==> src/rtl/core/blfc_pkg.sv <==
// ---------------------------------------------------------------------------
// blfc_pkg
// types, constants and helpers of the balance and line follow controller
// ---------------------------------------------------------------------------
package blfc_pkg;

    localparam int SENSOR_COUNT  = 4;
    localparam int ADC_BITS      = 12;
    localparam int SIDX_W        = $clog2(SENSOR_COUNT);
    localparam int RAW_LOW       = 1700;
    localparam int RAW_HIGH      = 4000;
    localparam int VAL_W         = 10;
    localparam int SEEN_LEVEL    = 400;
    // floor(10*x/23) == (x*RECIP) >> RECIP_SH for x up to 2300
    localparam int RECIP         = 455910;
    localparam int RECIP_SH      = 20;
    localparam int SENS_PROD_W   = 31;
    localparam int WSUM_W        = 14;
    localparam int VSUM_W        = 12;
    localparam int MAG_W         = 20;
    localparam int QUO_W         = 10;
    localparam int REM_W         = 13;
    localparam int DIV_STEPS     = QUO_W;
    localparam int POS_W         = 21;
    localparam int LOST_POS_Q8   = 3000 * 256;
    localparam int SERR_W        = 24;
    localparam int SDIFF_W       = 25;
    localparam int SSUM_W        = 16;
    localparam int STEER_SUM_MAX = 30 * 256;
    localparam int GAIN_W        = 16;
    localparam int MUL_B_W       = 32;
    localparam int ACC_W         = 49;
    localparam int MUL_OPS       = 6;
    localparam int CORR_MAX      = 90 * 65536;
    localparam int APC_W         = 15;
    localparam int MIX_W         = 44;
    localparam int BASE_DUTY     = 50 * 256;
    localparam int ONE_DEG       = 256;
    localparam int EXIT_LOW      = -2 * 256;
    localparam int DUTY_W        = 15;
    localparam int PCT_W         = 7;
    localparam int STEP_W        = 4;
    localparam int PADDR_W       = 5;
    localparam int PDATA_W       = 32;

    typedef enum logic [2:0] {
        ST_IDLE,
        ST_SENSE,
        ST_DIVIDE,
        ST_STEER,
        ST_MULT,
        ST_MIX
    } t_state;

    typedef enum logic [2:0] {
        CMD_NONE,
        CMD_LOAD,
        CMD_SENSE,
        CMD_DIV,
        CMD_STEER,
        CMD_MULT,
        CMD_MIX
    } t_op;

    typedef enum logic [1:0] {
        DIR_STOP = 2'd0,
        DIR_FWD  = 2'd1,
        DIR_BWD  = 2'd2
    } t_dir;

    typedef enum logic [2:0] {
        REG_PITCH_KP,
        REG_PITCH_KI,
        REG_PITCH_KD,
        REG_YAW_KP,
        REG_YAW_KI,
        REG_YAW_KD,
        REG_DUTY_FLOOR,
        REG_DUTY_CEILING
    } t_reg;

    typedef struct packed {
        t_op               op;
        logic [STEP_W-1:0] step;
    } t_cmd;

    typedef struct packed {
        logic out_free;
    } t_status;

    typedef struct packed {
        logic [GAIN_W-1:0] pitch_kp;
        logic [GAIN_W-1:0] pitch_ki;
        logic [GAIN_W-1:0] pitch_kd;
        logic [GAIN_W-1:0] yaw_kp;
        logic [GAIN_W-1:0] yaw_ki;
        logic [GAIN_W-1:0] yaw_kd;
        logic [PCT_W-1:0]  duty_floor;
        logic [PCT_W-1:0]  duty_ceiling;
    } t_cfg;

    // sensor weight 2*i - (SENSOR_COUNT-1)
    function automatic logic signed [4:0] sensor_weight(input logic [SIDX_W-1:0] idx);
        sensor_weight = 5'(2 * int'(idx) - (SENSOR_COUNT - 1));
    endfunction

endpackage

==> src/rtl/core/blfc_regs.sv <==
// ---------------------------------------------------------------------------
// blfc_regs
// configuration registers behind the apb-style port
// ---------------------------------------------------------------------------
module blfc_regs
    import blfc_pkg::*;
(
    input  logic               i_clk,
    input  logic               i_rst_n,
    input  logic               psel,
    input  logic               penable,
    input  logic               pwrite,
    input  logic [PADDR_W-1:0] paddr,
    input  logic [PDATA_W-1:0] pwdata,
    output logic [PDATA_W-1:0] prdata,
    output logic               pready,
    output t_cfg               o_cfg
);

    t_cfg r_cfg;
    t_reg addr_reg;

    assign pready   = 1'b1;
    assign addr_reg = t_reg'(paddr[PADDR_W-1:2]);
    assign o_cfg    = r_cfg;

    always_ff @(posedge i_clk) begin
        if (!i_rst_n) begin
            r_cfg.pitch_kp     <= GAIN_W'(1498);
            r_cfg.pitch_ki     <= GAIN_W'(24);
            r_cfg.pitch_kd     <= GAIN_W'(717);
            r_cfg.yaw_kp       <= GAIN_W'(512);
            r_cfg.yaw_ki       <= GAIN_W'(0);
            r_cfg.yaw_kd       <= GAIN_W'(192);
            r_cfg.duty_floor   <= PCT_W'(60);
            r_cfg.duty_ceiling <= PCT_W'(100);
        end else if (psel && penable && pwrite && pready) begin
            unique case (addr_reg)
                REG_PITCH_KP:     r_cfg.pitch_kp     <= pwdata[GAIN_W-1:0];
                REG_PITCH_KI:     r_cfg.pitch_ki     <= pwdata[GAIN_W-1:0];
                REG_PITCH_KD:     r_cfg.pitch_kd     <= pwdata[GAIN_W-1:0];
                REG_YAW_KP:       r_cfg.yaw_kp       <= pwdata[GAIN_W-1:0];
                REG_YAW_KI:       r_cfg.yaw_ki       <= pwdata[GAIN_W-1:0];
                REG_YAW_KD:       r_cfg.yaw_kd       <= pwdata[GAIN_W-1:0];
                REG_DUTY_FLOOR:   r_cfg.duty_floor   <= pwdata[PCT_W-1:0];
                REG_DUTY_CEILING: r_cfg.duty_ceiling <= pwdata[PCT_W-1:0];
                default: ;
            endcase
        end
    end

    always_comb begin
        unique case (addr_reg)
            REG_PITCH_KP:     prdata = PDATA_W'(r_cfg.pitch_kp);
            REG_PITCH_KI:     prdata = PDATA_W'(r_cfg.pitch_ki);
            REG_PITCH_KD:     prdata = PDATA_W'(r_cfg.pitch_kd);
            REG_YAW_KP:       prdata = PDATA_W'(r_cfg.yaw_kp);
            REG_YAW_KI:       prdata = PDATA_W'(r_cfg.yaw_ki);
            REG_YAW_KD:       prdata = PDATA_W'(r_cfg.yaw_kd);
            REG_DUTY_FLOOR:   prdata = PDATA_W'(r_cfg.duty_floor);
            REG_DUTY_CEILING: prdata = PDATA_W'(r_cfg.duty_ceiling);
            default:          prdata = '0;
        endcase
    end

endmodule

==> src/rtl/core/blfc_ctrl.sv <==
// ---------------------------------------------------------------------------
// blfc_ctrl
// sequencer: steps the datapath through sense, divide, steer, multiply, mix
// ---------------------------------------------------------------------------
module blfc_ctrl
    import blfc_pkg::*;
(
    input  logic    i_clk,
    input  logic    i_rst_n,
    input  logic    i_in_valid,
    output logic    o_in_stall,
    input  t_status i_status,
    output t_cmd    o_cmd
);

    t_state            r_state, n_state;
    logic [STEP_W-1:0] r_step, n_step;

    always_ff @(posedge i_clk) begin
        if (!i_rst_n) begin
            r_state <= ST_IDLE;
            r_step  <= '0;
        end else begin
            r_state <= n_state;
            r_step  <= n_step;
        end
    end

    always_comb begin
        n_state    = r_state;
        n_step     = r_step;
        o_cmd.op   = CMD_NONE;
        o_cmd.step = r_step;
        o_in_stall = (r_state != ST_IDLE);
        unique case (r_state)
            ST_IDLE: begin
                if (i_in_valid) begin
                    o_cmd.op = CMD_LOAD;
                    n_state  = ST_SENSE;
                    n_step   = '0;
                end
            end
            ST_SENSE: begin
                o_cmd.op = CMD_SENSE;
                if (r_step == STEP_W'(SENSOR_COUNT - 1)) begin
                    n_state = ST_DIVIDE;
                    n_step  = '0;
                end else begin
                    n_step = r_step + 1'b1;
                end
            end
            ST_DIVIDE: begin
                o_cmd.op = CMD_DIV;
                if (r_step == STEP_W'(DIV_STEPS)) begin
                    n_state = ST_STEER;
                    n_step  = '0;
                end else begin
                    n_step = r_step + 1'b1;
                end
            end
            ST_STEER: begin
                o_cmd.op = CMD_STEER;
                n_state  = ST_MULT;
                n_step   = '0;
            end
            ST_MULT: begin
                o_cmd.op = CMD_MULT;
                if (r_step == STEP_W'(MUL_OPS)) begin
                    n_state = ST_MIX;
                    n_step  = '0;
                end else begin
                    n_step = r_step + 1'b1;
                end
            end
            ST_MIX: begin
                if (i_status.out_free) begin
                    o_cmd.op = CMD_MIX;
                    n_state  = ST_IDLE;
                end
            end
            default: begin
                n_state = ST_IDLE;
                n_step  = '0;
            end
        endcase
    end

endmodule

==> src/rtl/core/blfc_dp.sv <==
// ---------------------------------------------------------------------------
// blfc_dp
// datapath: sensor scaling, position divider, shared multiplier, mixing
// ---------------------------------------------------------------------------
module blfc_dp
    import blfc_pkg::*;
(
    input  logic                 i_clk,
    input  logic                 i_rst_n,
    input  t_cmd                 i_cmd,
    input  t_cfg                 i_cfg,
    output t_status              o_status,
    input  logic signed [15:0]   i_tilt_angle,
    input  logic [ADC_BITS-1:0]  i_line_raw_0,
    input  logic [ADC_BITS-1:0]  i_line_raw_1,
    input  logic [ADC_BITS-1:0]  i_line_raw_2,
    input  logic [ADC_BITS-1:0]  i_line_raw_3,
    input  logic                 i_out_stall,
    output logic                 o_out_valid,
    output logic [DUTY_W-1:0]    o_left_duty,
    output logic [DUTY_W-1:0]    o_right_duty,
    output logic [1:0]           o_motor_direction,
    output logic                 o_use_forward_reference,
    output logic                 o_line_lost
);

    // item registers
    logic signed [15:0]         r_tilt;
    logic [ADC_BITS-1:0]        r_raw [SENSOR_COUNT];
    // controller state
    logic signed [15:0]         r_last_tilt;
    logic signed [31:0]         r_tsum;
    logic signed [SERR_W-1:0]   r_last_steer;
    logic signed [SSUM_W-1:0]   r_ssum;
    logic                       r_bal;
    // working registers
    logic signed [16:0]         r_pdiff;
    t_dir                       r_dir;
    logic signed [WSUM_W-1:0]   r_wsum;
    logic [VSUM_W-1:0]          r_vsum;
    logic                       r_lost;
    logic [REM_W-1:0]           r_rem;
    logic [QUO_W-1:0]           r_dq;
    logic                       r_neg;
    logic signed [SERR_W-1:0]   r_serr;
    logic signed [SDIFF_W-1:0]  r_sdiff;
    logic signed [ACC_W-1:0]    r_prod;
    logic signed [ACC_W-1:0]    r_pacc;
    logic signed [ACC_W-1:0]    r_yacc;
    // output register
    logic                       r_out_valid;
    logic [DUTY_W-1:0]          r_left, r_right;
    t_dir                       r_out_dir;
    logic                       r_out_fwd, r_out_lost;

    // sensor scaling
    logic [SIDX_W-1:0]          sens_idx;
    logic [ADC_BITS-1:0]        sens_raw, sens_clip, sens_x;
    logic [SENS_PROD_W-1:0]     sens_prod;
    logic [VAL_W-1:0]           sens_v;
    logic signed [WSUM_W-1:0]   sens_wv;
    // pitch step
    logic signed [32:0]         psum_wide;
    logic signed [31:0]         psum_sat;
    logic                       psign_chg;
    t_dir                       dir_next;
    logic                       bal_next;
    // divider
    logic [MAG_W-1:0]           div_mag;
    logic [REM_W-1:0]           div_trial;
    logic                       div_ge;
    // steering
    logic signed [POS_W-1:0]    pos;
    logic signed [SERR_W-1:0]   serr;
    logic signed [SDIFF_W:0]    ssum_wide;
    logic signed [SSUM_W-1:0]   ssum_clip;
    // multiplier
    logic [GAIN_W-1:0]          mul_gain;
    logic signed [MUL_B_W-1:0]  mul_b;
    logic signed [ACC_W-1:0]    pint_clip;
    // mixing
    logic signed [ACC_W-1:0]    pabs, pclip;
    logic [APC_W-1:0]           apc;
    logic signed [ACC_W-1:0]    ybias;
    logic signed [MIX_W-1:0]    ycorr, yterm, common, left_raw, right_raw, lo, hi;
    logic [DUTY_W-1:0]          left_clip, right_clip;

    assign o_status.out_free       = !r_out_valid || !i_out_stall;
    assign o_out_valid             = r_out_valid;
    assign o_left_duty             = r_left;
    assign o_right_duty            = r_right;
    assign o_motor_direction       = r_out_dir;
    assign o_use_forward_reference = r_out_fwd;
    assign o_line_lost             = r_out_lost;

    // one sensor per step
    always_comb begin
        sens_idx  = i_cmd.step[SIDX_W-1:0];
        sens_raw  = r_raw[sens_idx];
        if (sens_raw < ADC_BITS'(RAW_LOW)) begin
            sens_clip = ADC_BITS'(RAW_LOW);
        end else if (sens_raw > ADC_BITS'(RAW_HIGH)) begin
            sens_clip = ADC_BITS'(RAW_HIGH);
        end else begin
            sens_clip = sens_raw;
        end
        sens_x    = sens_clip - ADC_BITS'(RAW_LOW);
        sens_prod = SENS_PROD_W'(sens_x) * SENS_PROD_W'(RECIP);
        sens_v    = sens_prod[RECIP_SH +: VAL_W];
        sens_wv   = WSUM_W'($signed({1'b0, sens_v})) * WSUM_W'(sensor_weight(sens_idx));
    end

    // pitch sum and balance state
    always_comb begin
        psum_wide = 33'(r_tsum) + 33'(r_tilt);
        if (psum_wide[32] != psum_wide[31]) begin
            psum_sat = psum_wide[32] ? 32'sh8000_0000 : 32'sh7fff_ffff;
        end else begin
            psum_sat = psum_wide[31:0];
        end
        psign_chg = (r_tilt > 0 && r_last_tilt < 0) || (r_tilt < 0 && r_last_tilt > 0);
        bal_next  = r_bal;
        if (!r_bal) begin
            if (r_tilt > 16'(ONE_DEG)) begin
                dir_next = DIR_FWD;
            end else if (r_tilt < -16'(ONE_DEG)) begin
                dir_next = DIR_BWD;
            end else begin
                dir_next = DIR_STOP;
                bal_next = 1'b1;
            end
        end else begin
            if (r_tilt > 0) begin
                dir_next = DIR_FWD;
            end else if (r_tilt < 0) begin
                dir_next = DIR_BWD;
            end else begin
                dir_next = DIR_STOP;
            end
            if (r_tilt > 16'(ONE_DEG) || r_tilt < 16'(EXIT_LOW)) begin
                bal_next = 1'b0;
            end
        end
    end

    // restoring divider step
    always_comb begin
        div_mag   = r_wsum[WSUM_W-1] ? MAG_W'(-32'(r_wsum)) << 8 : MAG_W'(32'(r_wsum)) << 8;
        div_trial = {r_rem[REM_W-2:0], r_dq[QUO_W-1]};
        div_ge    = (div_trial >= REM_W'(r_vsum));
    end

    // position and steering error
    always_comb begin
        if (r_lost) begin
            pos = (r_last_steer > 0) ? POS_W'(LOST_POS_Q8) : -POS_W'(LOST_POS_Q8);
        end else if (r_neg) begin
            pos = -POS_W'(r_dq);
        end else begin
            pos = POS_W'(r_dq);
        end
        serr      = SERR_W'(pos) * SERR_W'(10);
        ssum_wide = (SDIFF_W + 1)'(r_ssum) + (SDIFF_W + 1)'(serr);
        if (ssum_wide > (SDIFF_W + 1)'(STEER_SUM_MAX)) begin
            ssum_clip = SSUM_W'(STEER_SUM_MAX);
        end else if (ssum_wide < -(SDIFF_W + 1)'(STEER_SUM_MAX)) begin
            ssum_clip = -SSUM_W'(STEER_SUM_MAX);
        end else begin
            ssum_clip = ssum_wide[SSUM_W-1:0];
        end
    end

    // shared multiplier operands
    always_comb begin
        unique case (i_cmd.step)
            4'd0: begin
                mul_gain = i_cfg.pitch_ki;
                mul_b    = r_tsum;
            end
            4'd1: begin
                mul_gain = i_cfg.pitch_kp;
                mul_b    = MUL_B_W'(r_tilt);
            end
            4'd2: begin
                mul_gain = i_cfg.pitch_kd;
                mul_b    = MUL_B_W'(r_pdiff);
            end
            4'd3: begin
                mul_gain = i_cfg.yaw_kp;
                mul_b    = MUL_B_W'(r_serr);
            end
            4'd4: begin
                mul_gain = i_cfg.yaw_ki;
                mul_b    = MUL_B_W'(r_ssum);
            end
            4'd5: begin
                mul_gain = i_cfg.yaw_kd;
                mul_b    = MUL_B_W'(r_sdiff);
            end
            default: begin
                mul_gain = '0;
                mul_b    = '0;
            end
        endcase
        if (r_prod > ACC_W'(CORR_MAX)) begin
            pint_clip = ACC_W'(CORR_MAX);
        end else if (r_prod < -ACC_W'(CORR_MAX)) begin
            pint_clip = -ACC_W'(CORR_MAX);
        end else begin
            pint_clip = r_prod;
        end
    end

    // mixing and duty clamp
    always_comb begin
        pabs   = (r_pacc < 0) ? -r_pacc : r_pacc;
        pclip  = (pabs > ACC_W'(CORR_MAX)) ? ACC_W'(CORR_MAX) : pabs;
        apc    = pclip[8 +: APC_W];
        ybias  = r_yacc + ((r_yacc < 0) ? ACC_W'(255) : ACC_W'(0));
        ycorr  = MIX_W'(ybias >>> 8);
        yterm  = (r_tilt > 0) ? ycorr : -ycorr;
        common = MIX_W'($signed({1'b0, apc})) + MIX_W'(BASE_DUTY);
        left_raw  = common + yterm;
        right_raw = common - yterm;
        lo = MIX_W'($signed({1'b0, i_cfg.duty_floor, 8'd0}));
        hi = MIX_W'($signed({1'b0, i_cfg.duty_ceiling, 8'd0}));
        priority if (left_raw < lo) left_clip = DUTY_W'(lo);
        else if (left_raw > hi)     left_clip = DUTY_W'(hi);
        else                        left_clip = DUTY_W'(left_raw);
        priority if (right_raw < lo) right_clip = DUTY_W'(lo);
        else if (right_raw > hi)     right_clip = DUTY_W'(hi);
        else                         right_clip = DUTY_W'(right_raw);
    end

    // control-side state
    always_ff @(posedge i_clk) begin
        if (!i_rst_n) begin
            r_last_tilt  <= '0;
            r_tsum       <= '0;
            r_last_steer <= '0;
            r_ssum       <= '0;
            r_bal        <= 1'b0;
            r_out_valid  <= 1'b0;
        end else begin
            if (i_cmd.op == CMD_SENSE && i_cmd.step == '0) begin
                r_tsum      <= psign_chg ? 32'sd0 : psum_sat;
                r_last_tilt <= r_tilt;
                r_bal       <= bal_next;
            end
            if (i_cmd.op == CMD_STEER) begin
                r_last_steer <= serr;
                r_ssum       <= ssum_clip;
            end
            if (i_cmd.op == CMD_MIX) begin
                r_out_valid <= 1'b1;
            end else if (!i_out_stall) begin
                r_out_valid <= 1'b0;
            end
        end
    end

    // payload
    always_ff @(posedge i_clk) begin
        unique case (i_cmd.op)
            CMD_LOAD: begin
                r_tilt   <= i_tilt_angle;
                r_raw[0] <= i_line_raw_0;
                r_raw[1] <= i_line_raw_1;
                r_raw[2] <= i_line_raw_2;
                r_raw[3] <= i_line_raw_3;
                r_wsum   <= '0;
                r_vsum   <= '0;
                r_lost   <= 1'b1;
            end
            CMD_SENSE: begin
                r_wsum <= r_wsum + sens_wv;
                r_vsum <= r_vsum + VSUM_W'(sens_v);
                if (sens_v > VAL_W'(SEEN_LEVEL)) begin
                    r_lost <= 1'b0;
                end
                if (i_cmd.step == '0) begin
                    r_pdiff <= 17'(r_tilt) - 17'(r_last_tilt);
                    r_dir   <= dir_next;
                end
            end
            CMD_DIV: begin
                if (i_cmd.step == '0) begin
                    r_rem <= REM_W'(div_mag[MAG_W-1:QUO_W]);
                    r_dq  <= div_mag[QUO_W-1:0];
                    r_neg <= r_wsum[WSUM_W-1];
                end else begin
                    r_rem <= div_ge ? div_trial - REM_W'(r_vsum) : div_trial;
                    r_dq  <= {r_dq[QUO_W-2:0], div_ge};
                end
            end
            CMD_STEER: begin
                r_serr  <= serr;
                r_sdiff <= SDIFF_W'(serr) - SDIFF_W'(r_last_steer);
            end
            CMD_MULT: begin
                r_prod <= ACC_W'($signed({1'b0, mul_gain})) * ACC_W'(mul_b);
                unique case (i_cmd.step)
                    4'd1:    r_pacc <= pint_clip;
                    4'd2:    r_pacc <= r_pacc + r_prod;
                    4'd3:    r_pacc <= r_pacc + r_prod;
                    4'd4:    r_yacc <= r_prod;
                    4'd5:    r_yacc <= r_yacc + r_prod;
                    4'd6:    r_yacc <= r_yacc + r_prod;
                    default: ;
                endcase
            end
            CMD_MIX: begin
                r_left     <= left_clip;
                r_right    <= right_clip;
                r_out_dir  <= r_dir;
                r_out_fwd  <= r_bal;
                r_out_lost <= r_lost;
            end
            default: ;
        endcase
    end

endmodule

==> src/rtl/core/balance_line_follow_controller_unit.sv <==
// ---------------------------------------------------------------------------
// balance_line_follow_controller_unit
// pitch pid balance with line position steering, fixed point
// ---------------------------------------------------------------------------
// channel   direction  handshake               payload
// input     in         i_in_valid / o_in_stall tilt angle, four line readings
// output    out        o_out_valid / i_out_stall duties, direction, flags
// config    in         psel/penable/pwrite     eight gain and duty registers
//
// a transaction runs load, 4 sensor steps, 11 divider steps for the line
// position, steer, 7 steps on one shared 17x32 multiplier, then mix
// a finished result sits in the output register while the next item runs
// o_in_stall is high from acceptance until the result is loaded
// synchronous active-low reset restores register defaults and clears state
// ---------------------------------------------------------------------------
module balance_line_follow_controller_unit
    import blfc_pkg::*;
(
    input  logic                i_clk,
    input  logic                i_rst_n,
    input  logic                i_in_valid,
    output logic                o_in_stall,
    input  logic signed [15:0]  i_tilt_angle,
    input  logic [ADC_BITS-1:0] i_line_raw_0,
    input  logic [ADC_BITS-1:0] i_line_raw_1,
    input  logic [ADC_BITS-1:0] i_line_raw_2,
    input  logic [ADC_BITS-1:0] i_line_raw_3,
    output logic                o_out_valid,
    input  logic                i_out_stall,
    output logic [DUTY_W-1:0]   o_left_duty,
    output logic [DUTY_W-1:0]   o_right_duty,
    output logic [1:0]          o_motor_direction,
    output logic                o_use_forward_reference,
    output logic                o_line_lost,
    input  logic                psel,
    input  logic                penable,
    input  logic                pwrite,
    input  logic [PADDR_W-1:0]  paddr,
    input  logic [PDATA_W-1:0]  pwdata,
    output logic [PDATA_W-1:0]  prdata,
    output logic                pready
);

    t_cfg    cfg;
    t_cmd    cmd;
    t_status status;

    blfc_regs u_regs (
        .i_clk   (i_clk),
        .i_rst_n (i_rst_n),
        .psel    (psel),
        .penable (penable),
        .pwrite  (pwrite),
        .paddr   (paddr),
        .pwdata  (pwdata),
        .prdata  (prdata),
        .pready  (pready),
        .o_cfg   (cfg)
    );

    blfc_ctrl u_ctrl (
        .i_clk      (i_clk),
        .i_rst_n    (i_rst_n),
        .i_in_valid (i_in_valid),
        .o_in_stall (o_in_stall),
        .i_status   (status),
        .o_cmd      (cmd)
    );

    blfc_dp u_dp (
        .i_clk                   (i_clk),
        .i_rst_n                 (i_rst_n),
        .i_cmd                   (cmd),
        .i_cfg                   (cfg),
        .o_status                (status),
        .i_tilt_angle            (i_tilt_angle),
        .i_line_raw_0            (i_line_raw_0),
        .i_line_raw_1            (i_line_raw_1),
        .i_line_raw_2            (i_line_raw_2),
        .i_line_raw_3            (i_line_raw_3),
        .i_out_stall             (i_out_stall),
        .o_out_valid             (o_out_valid),
        .o_left_duty             (o_left_duty),
        .o_right_duty            (o_right_duty),
        .o_motor_direction       (o_motor_direction),
        .o_use_forward_reference (o_use_forward_reference),
        .o_line_lost             (o_line_lost)
    );

endmodule

==> config.mk <==
export PLATFORM = sky130hd
export DESIGN_NAME = balance_line_follow_controller_unit
export DESIGN_NICKNAME = d
export VERILOG_FILES = /design/src/rtl/core/blfc_pkg.sv /design/src/rtl/core/blfc_regs.sv /design/src/rtl/core/blfc_ctrl.sv /design/src/rtl/core/blfc_dp.sv /design/src/rtl/core/balance_line_follow_controller_unit.sv
export SDC_FILE = /design/constraint.sdc
export NUM_CORES = 2
export LEC_CHECK = 0
export ABC_AREA = 1
export BUFFER_PORTS_ARGS = -buffer_cell sky130_fd_sc_hd__clkbuf_2
export CORE_AREA = 4 4 323 325
export CTS_CLUSTER_DIAMETER = 40
export DETAILED_ROUTE_END_ITERATION = 16
export DIE_AREA = 0 0 327 329
export GPL_TIMING_DRIVEN = 1
export PLACE_DENSITY_LB_ADDON = 0.12
export RECOVER_POWER = 100
export SYNTH_ARGS = -nofsm -noshare
export SYNTH_HDL_FRONTEND = slang
export SYNTH_SLANG_ARGS = --single-unit
==> constraint.sdc <==
create_clock -name i_clk -period 12.4 [get_ports i_clk]
set_input_delay 2.48 -clock i_clk [delete_from_list [all_inputs] [get_ports i_clk]]
set_output_delay 2.48 -clock i_clk [all_outputs]
set_load 0.005 [all_outputs]
== Word-level counts from Yosys, hierarchy flattened ==
Memory sizes are Yosys's and may differ from the RTL's. A register that Yosys moved wholly into a read port is not among the register bits.
Index checks and enable logic that the tools add are counted.
Storage, ports and cells
  logic and storage cells: 218
  memories: 1
  memory bits (writable): 48
  bits in registers: 520
  output and inout bits: 69
  bits of input ports: 108
Memories
  u_dp.r_raw: depth 4, bits a word 12, read ports 1, clocked after memory_dff 1, write ports 4, line blfc_dp.sv:29  | logic [ADC_BITS-1:0] r_raw [SENSOR_COUNT];
Operators by class
  order comparisons: 23
  add/sub/neg operators: 20
  eq/ne operators: 33
  multiplexer cells: 62
  reductions and logical operators: 36
  multipliers: 4
  bitwise operators: 1
Operators by type and width (count)
  32-bit one-hot mux with 8 select lines: 1
  49-bit one-hot mux with 2 select lines: 2
  32-bit one-hot mux with 6 select lines: 1
  49-bit 2-to-1 mux: 3
  49-bit adder: 2
  49-bit by 24-bit greater-than comparator with 1-bit output, second input constant: 2
  49-bit by 1-bit < comparator with 1-bit output, second input constant: 2
  32-bit 2-to-1 mux: 3
  16-bit one-hot mux with 6 select lines: 1
  44-bit by 16-bit greater-than comparator with 1-bit output: 2
  44-bit by 16-bit < comparator with 1-bit output: 2
  21-bit 2-to-1 mux: 3
  15-bit 2-to-1 mux: 4
  49-bit by 9-bit adder with 49-bit output: 1
  49-bit by 24-bit < comparator with 1-bit output, second input constant: 1
  17-bit by 32-bit multiplier with 49-bit output: 1
  49-bit negator: 1
  44-bit adder: 1
  44-bit 2-to-1 mux: 1
  41-bit negator with 44-bit output: 1
  44-bit subtractor: 1
  12-bit 2-to-1 mux: 3
  3-bit one-hot mux with 6 select lines: 2
  32-bit by 16-bit adder with 33-bit output: 1
  61 further kinds: 137

== Longest topological paths before layout ==
  depth in word-level cells: 9
  gate-level depth with buffers: 67
  gate-level depth less buffers: 65

== Modules after synthesis ==
Synthesis repeated with hierarchy kept, for this count alone.
Unflattened totals
  cells, all modules: 9169
  area, all modules: 68445.6 sq um
Modules (own cells, without submodules)
  blfc_dp: seq. area each 12602.1 sq um, cells an instance 8333, area an instance 62730.2 sq um, times used 1
  blfc_regs: seq. area each 2202.1 sq um, cells an instance 750, area an instance 5220.0 sq um, times used 1
  blfc_ctrl: seq. area each 140.1 sq um, cells an instance 86, area an instance 495.5 sq um, times used 1

== Worst setup path before layout ==
Ideal clock, no wire load.
  path type: register to register
  start point: register with a tool-made name
  end point: register u_dp.r_wsum[13] (data pin)
  path buffers: 2
  library setup time: 260 ps
  clock period less this slack: 10860 ps
  cell stages (with the launch flop): 65
  setup slack: 1540 ps
  required time: 12140 ps
  arrival time: 10601 ps
  cell sequence: dfxtp_1 > clkbuf_1 > inv_1 > clkbuf_1 > nand2_1 > a32oi_1 > inv_1 > nor2_1 > nor2_1 > o21ai_0 > a21oi_1 > inv_1 > nand2_1 > nor2_1 > inv_1 > ha_1 > a21o_1 > nor2_1 > (+29 left out) > a211oi_1 > nor2_1 > nor2_1 > nor2_1 > nor2_1 > inv_1 > nand2_1 > inv_1 > nor2_1 > nor2_1 > nor2_1 > o21ai_0 > nand2_1 > inv_1 > o21ai_0 > nand2_1 > o21ai_0 > a21oi_1
RTL lines
  end signal: assignment: line blfc_dp.sv:276  | r_wsum <= r_wsum + sens_wv;
  end: declaration: line blfc_dp.sv:39  | logic signed [WSUM_W-1:0] r_wsum;

==> load_flow_metrics.sql <==
INSERT INTO impl_metrics (metric_group, metric, value, unit) VALUES
('drt', 'detailroute.via_count', '60800', ''),
('drt', 'drt-total-wl', '199000', 'um'),
('critical_path', 'critical_path_required', '12820', 'ps'),
('floorplan', 'row_count', '117', ''),
('logic_synthesis', 'async_flop_share', '0', ''),
('timing', 'slew-limit-headroom', '-1.51', ''),
('critical_path', 'cp_max_delay_cell', 'fa_1', ''),
('logic_synthesis', 'ys_top_cells_by_area', 'fa_1 (18%), edfxtp_1 (16%), nand2_1 (11%)', ''),
('status', 'outcome', 'finished, violations left', ''),
('logic_synthesis', 'top_flip_flop_cell_by_instance_count_after_synthesis', 'edfxtp_1', ''),
('finish', 'final_common_cell', 'nand2_1', ''),
('critical_path', 'worst_r2r_path_depth', '65', ''),
('floorplan', 'floorplan.die_area', '0.108', 'mm2'),
('drt', 'number_of_vias_per_cell_after_detailed_routing', '5.83', ''),
('floorplan', 'io_pins', '177', ''),
('drt', 'remaining_drc_errors', '0', ''),
('floorplan', 'initial_core_util', '0.658', ''),
('logic_synthesis', 'synthDistinctLibCells', '72', ''),
('worst_hold_path', 'hp-start', 'u_dp.r_dir[0]', ''),
('timing', 'finalSetupViolations', '0', ''),
('clock_tree', 'cts_tree', 'built', ''),
('logic_synthesis', 'gate_count_post_synth', '8856', ''),
('clock_tree', 'worst_skew_pair.late_latency', '700', 'ps'),
('worst_hold_path', 'hold_end', 'u_dp.o_motor_direction[0]', ''),
('grt', 'grt_overflow', '0', ''),
('finish', 'core_occupancy_in_the_finished_layout', '0.714', ''),
('logic_synthesis', 'synth_compound_gate_area_share', '0.112', ''),
('grt', 'grt_max_degree', '84', ''),
('logic_synthesis', 'synth-edff-count', '361', ''),
('critical_path', 'timing.critical_path.from_type', 'flip-flop', ''),
('finish', 'leading_cell_types_in_the_layout_fill_and_taps_excluded', 'nand2_1 (1,871), inv_1 (1,632), nor2_1 (863)', ''),
('run', 'max-cap-violations', '18', ''),
('logic_synthesis', 'ys_ff_latch', '568', ''),
('clock_tree', 'cts.sink_count', '568', ''),
('timing', 'peak_freq', '86.5', 'MHz'),
('logic_synthesis', 'mux_share_of_post_synthesis_cell_area', '0', ''),
('logic_synthesis', 'yosys.area.top_type', 'fa_1', ''),
('critical_path', 'cpMostUsedCell', 'inv_1', ''),
('critical_path', 'rrSetupSlack', '830', 'ps'),
('clock_tree', 'cts_buffer_depth', '3', ''),
('timing', 'rsz0062_at_grt', 'no', ''),
('placement', 'dpl.hpwl', '156000', 'um'),
('grt', 'via_count_of_the_first_global_routing_pass', '59500', ''),
('finish', 'layout_cell_share_with_drive_strength_beyond_1', '0.0582', ''),
('critical_path', 'crit_buf_inv', '15', ''),
('critical_path', 'timing.rr.end', 'u_dp.r_wsum[13]', ''),
('drt', 'wl_per_cell', '19.1', 'um'),
('floorplan', 'floorplan.die.height', '329', 'um'),
('logic_synthesis', 'post_synth_xor_area_fraction', '0.0434', ''),
('placement', 'place_ws', '573', 'ps'),
('timing', 'finalWorstSetupSlack', '834', 'ps'),
('worst_hold_path', 'hold-path-cell-count', '0', ''),
('logic_synthesis', 'combinational_family_with_the_most_area_after_synthesis', 'adder cells', ''),
('logic_synthesis', 'avgSynthCellArea', '7.53', 'um2'),
('timing', 'report.final.slew_viol_count', '872', ''),
('clock_tree', 'h-tree-depth', '3', ''),
('critical_path', 'cell_family_contributing_the_most_delay_on_the_critical_path', 'adder cells', ''),
('grt', 'global_route_wire_length_before_repair', '314000', 'um'),
('placement', 'port-buffer-count', '141', ''),
('logic_synthesis', 'syn_area', '0.0667', 'mm2'),
('placement', 'gp_routability_congestion', '0.995', ''),
('drt', 'starting_drt_drc_count', '5242', ''),
('logic_synthesis', 'synth-adder-area-share', '0.286', ''),
('floorplan', 'die_width', '327', 'um'),
('clock_tree', 'cts.clk_slew.worst_paths', '50', 'ps'),
('status', 'violations_in_the_final_reports', 'capacitance limit, slew limit', ''),
('timing', 'fin_setup_tns', '0', 'ps'),
('floorplan', 'floorplan.core_area', '0.101', 'mm2'),
('worst_hold_path', 'class_of_the_tightest_hold_or_removal_check', 'reg2reg', ''),
('logic_synthesis', 'ys_warn_count', '0', ''),
('grt', 'grtUsageTotal', '0.366', '');
==> per-layer routing <==
metal	vias up	global-route usage	share of wire
met5	-	0	0.00031
met4	10	0.164	0.049
met3	588	0.0823	0.10
met2	2748	0.599	0.46
met1	28900	0.469	0.39
li1	28500	-	-
==> state kept, by name (all words and copies together) (netlist names), 14 cells and up, named ones only <==
register and flops:
u_dp.o_left_duty 15, u_dp.o_right_duty 15, u_dp.r_last_steer 23, u_dp.r_last_tilt 16, u_dp.r_pacc 49, u_dp.r_pdiff 17
u_dp.r_prod 49, u_dp.r_raw 48, u_dp.r_sdiff 24, u_dp.r_serr 23, u_dp.r_ssum 15, u_dp.r_tilt 16
u_dp.r_tsum 32, u_dp.r_wsum 14, u_dp.r_yacc 49, u_regs.o_cfg 110
==> stage by stage <==
step	std cells	hold WS, ps	instance area, um2
detailed placement	10200	408	69200
finish	10400	431	72400
global placement	10200	421	69200
floorplan	8871	400	66800
global route	10400	461	72400
CTS	10400	434	72600
==> how the worst max path moves through the flow <==
stage / startpoint / depth (start not counted) / to / slack, ps
3_3_place_gp: flip-flop / 61 / u_dp.r_wsum[13] / 690
3_5_place_dp: flip-flop / 64 / u_dp.r_wsum[13] / 570
5_1_grt: flip-flop / 65 / u_dp.r_wsum[13] / 20
6_report: flip-flop / 65 / u_dp.r_wsum[13] / 830
4_1_cts: flip-flop / 64 / u_dp.r_wsum[13] / 470
2_1_floorplan: flip-flop / 64 / u_dp.r_wsum[13] / 1540
==> cell usage after synthesis, types with 6 or more instances <==
| library cell | number |
|---|---|
| a211oi_1 | 19 |
| nand3_2 | 9 |
| a32oi_1 | 6 |
| o22ai_1 | 21 |
| nand2_1 | 1869 |
| o21bai_1 | 17 |
| nor2_2 | 40 |
| nand4_1 | 92 |
| nand2_4 | 8 |
| a21o_1 | 11 |
| nor4_1 | 73 |
| clkbuf_1 | 215 |
| xnor2_1 | 106 |
| nor2_4 | 11 |
| o31ai_1 | 12 |
| nand3_1 | 401 |
| inv_1 | 1632 |
| nor3_1 | 74 |
| edfxtp_1 | 361 |
| or2_2 | 25 |
| dfxtp_1 | 207 |
| fa_1 | 607 |
| clkinv_1 | 22 |
| o2111ai_1 | 14 |
| a22o_1 | 8 |
| o211ai_1 | 25 |
| nand2_2 | 48 |
| o21a_1 | 27 |
| nor2_1 | 866 |
| buf_4 | 17 |
| a221oi_1 | 32 |
| a21boi_0 | 29 |
| nand3b_1 | 13 |
| xor2_1 | 225 |
| a31oi_1 | 65 |
| o21ai_0 | 450 |
| ha_1 | 556 |
| inv_2 | 21 |
| a21oi_1 | 552 |
==> final cells by class <==
type	instances	area, um2
repair buffers	241	1290
clock inverters	62	767
fillers	8324	29000
inverters	1676	6300
diodes	10	25.0
multi-input cells	6386	44700
flip-flops and latches	568	15000
clock buffers	117	2640
well taps	1368	1710
repair inverters	2	12.5
==> kinds of logic after synthesis <==
family,count (synthesis)
simple gates,3545
buf+inv,1917
compound gates,1330
fa+ha+maj,1163
flops,568
xor+xnor,331
other cells,2
==> what timing repair did <==
item	4_1_cts	5_1_grt
setup buffers	0	5
gates resized for setup	0	13
endpoints found under the setup margin	0	3
hold buffers	0	0
Power is not shown: default switching activity piles up to over one toggle a cycle in this logic, so the estimate is an artifact.
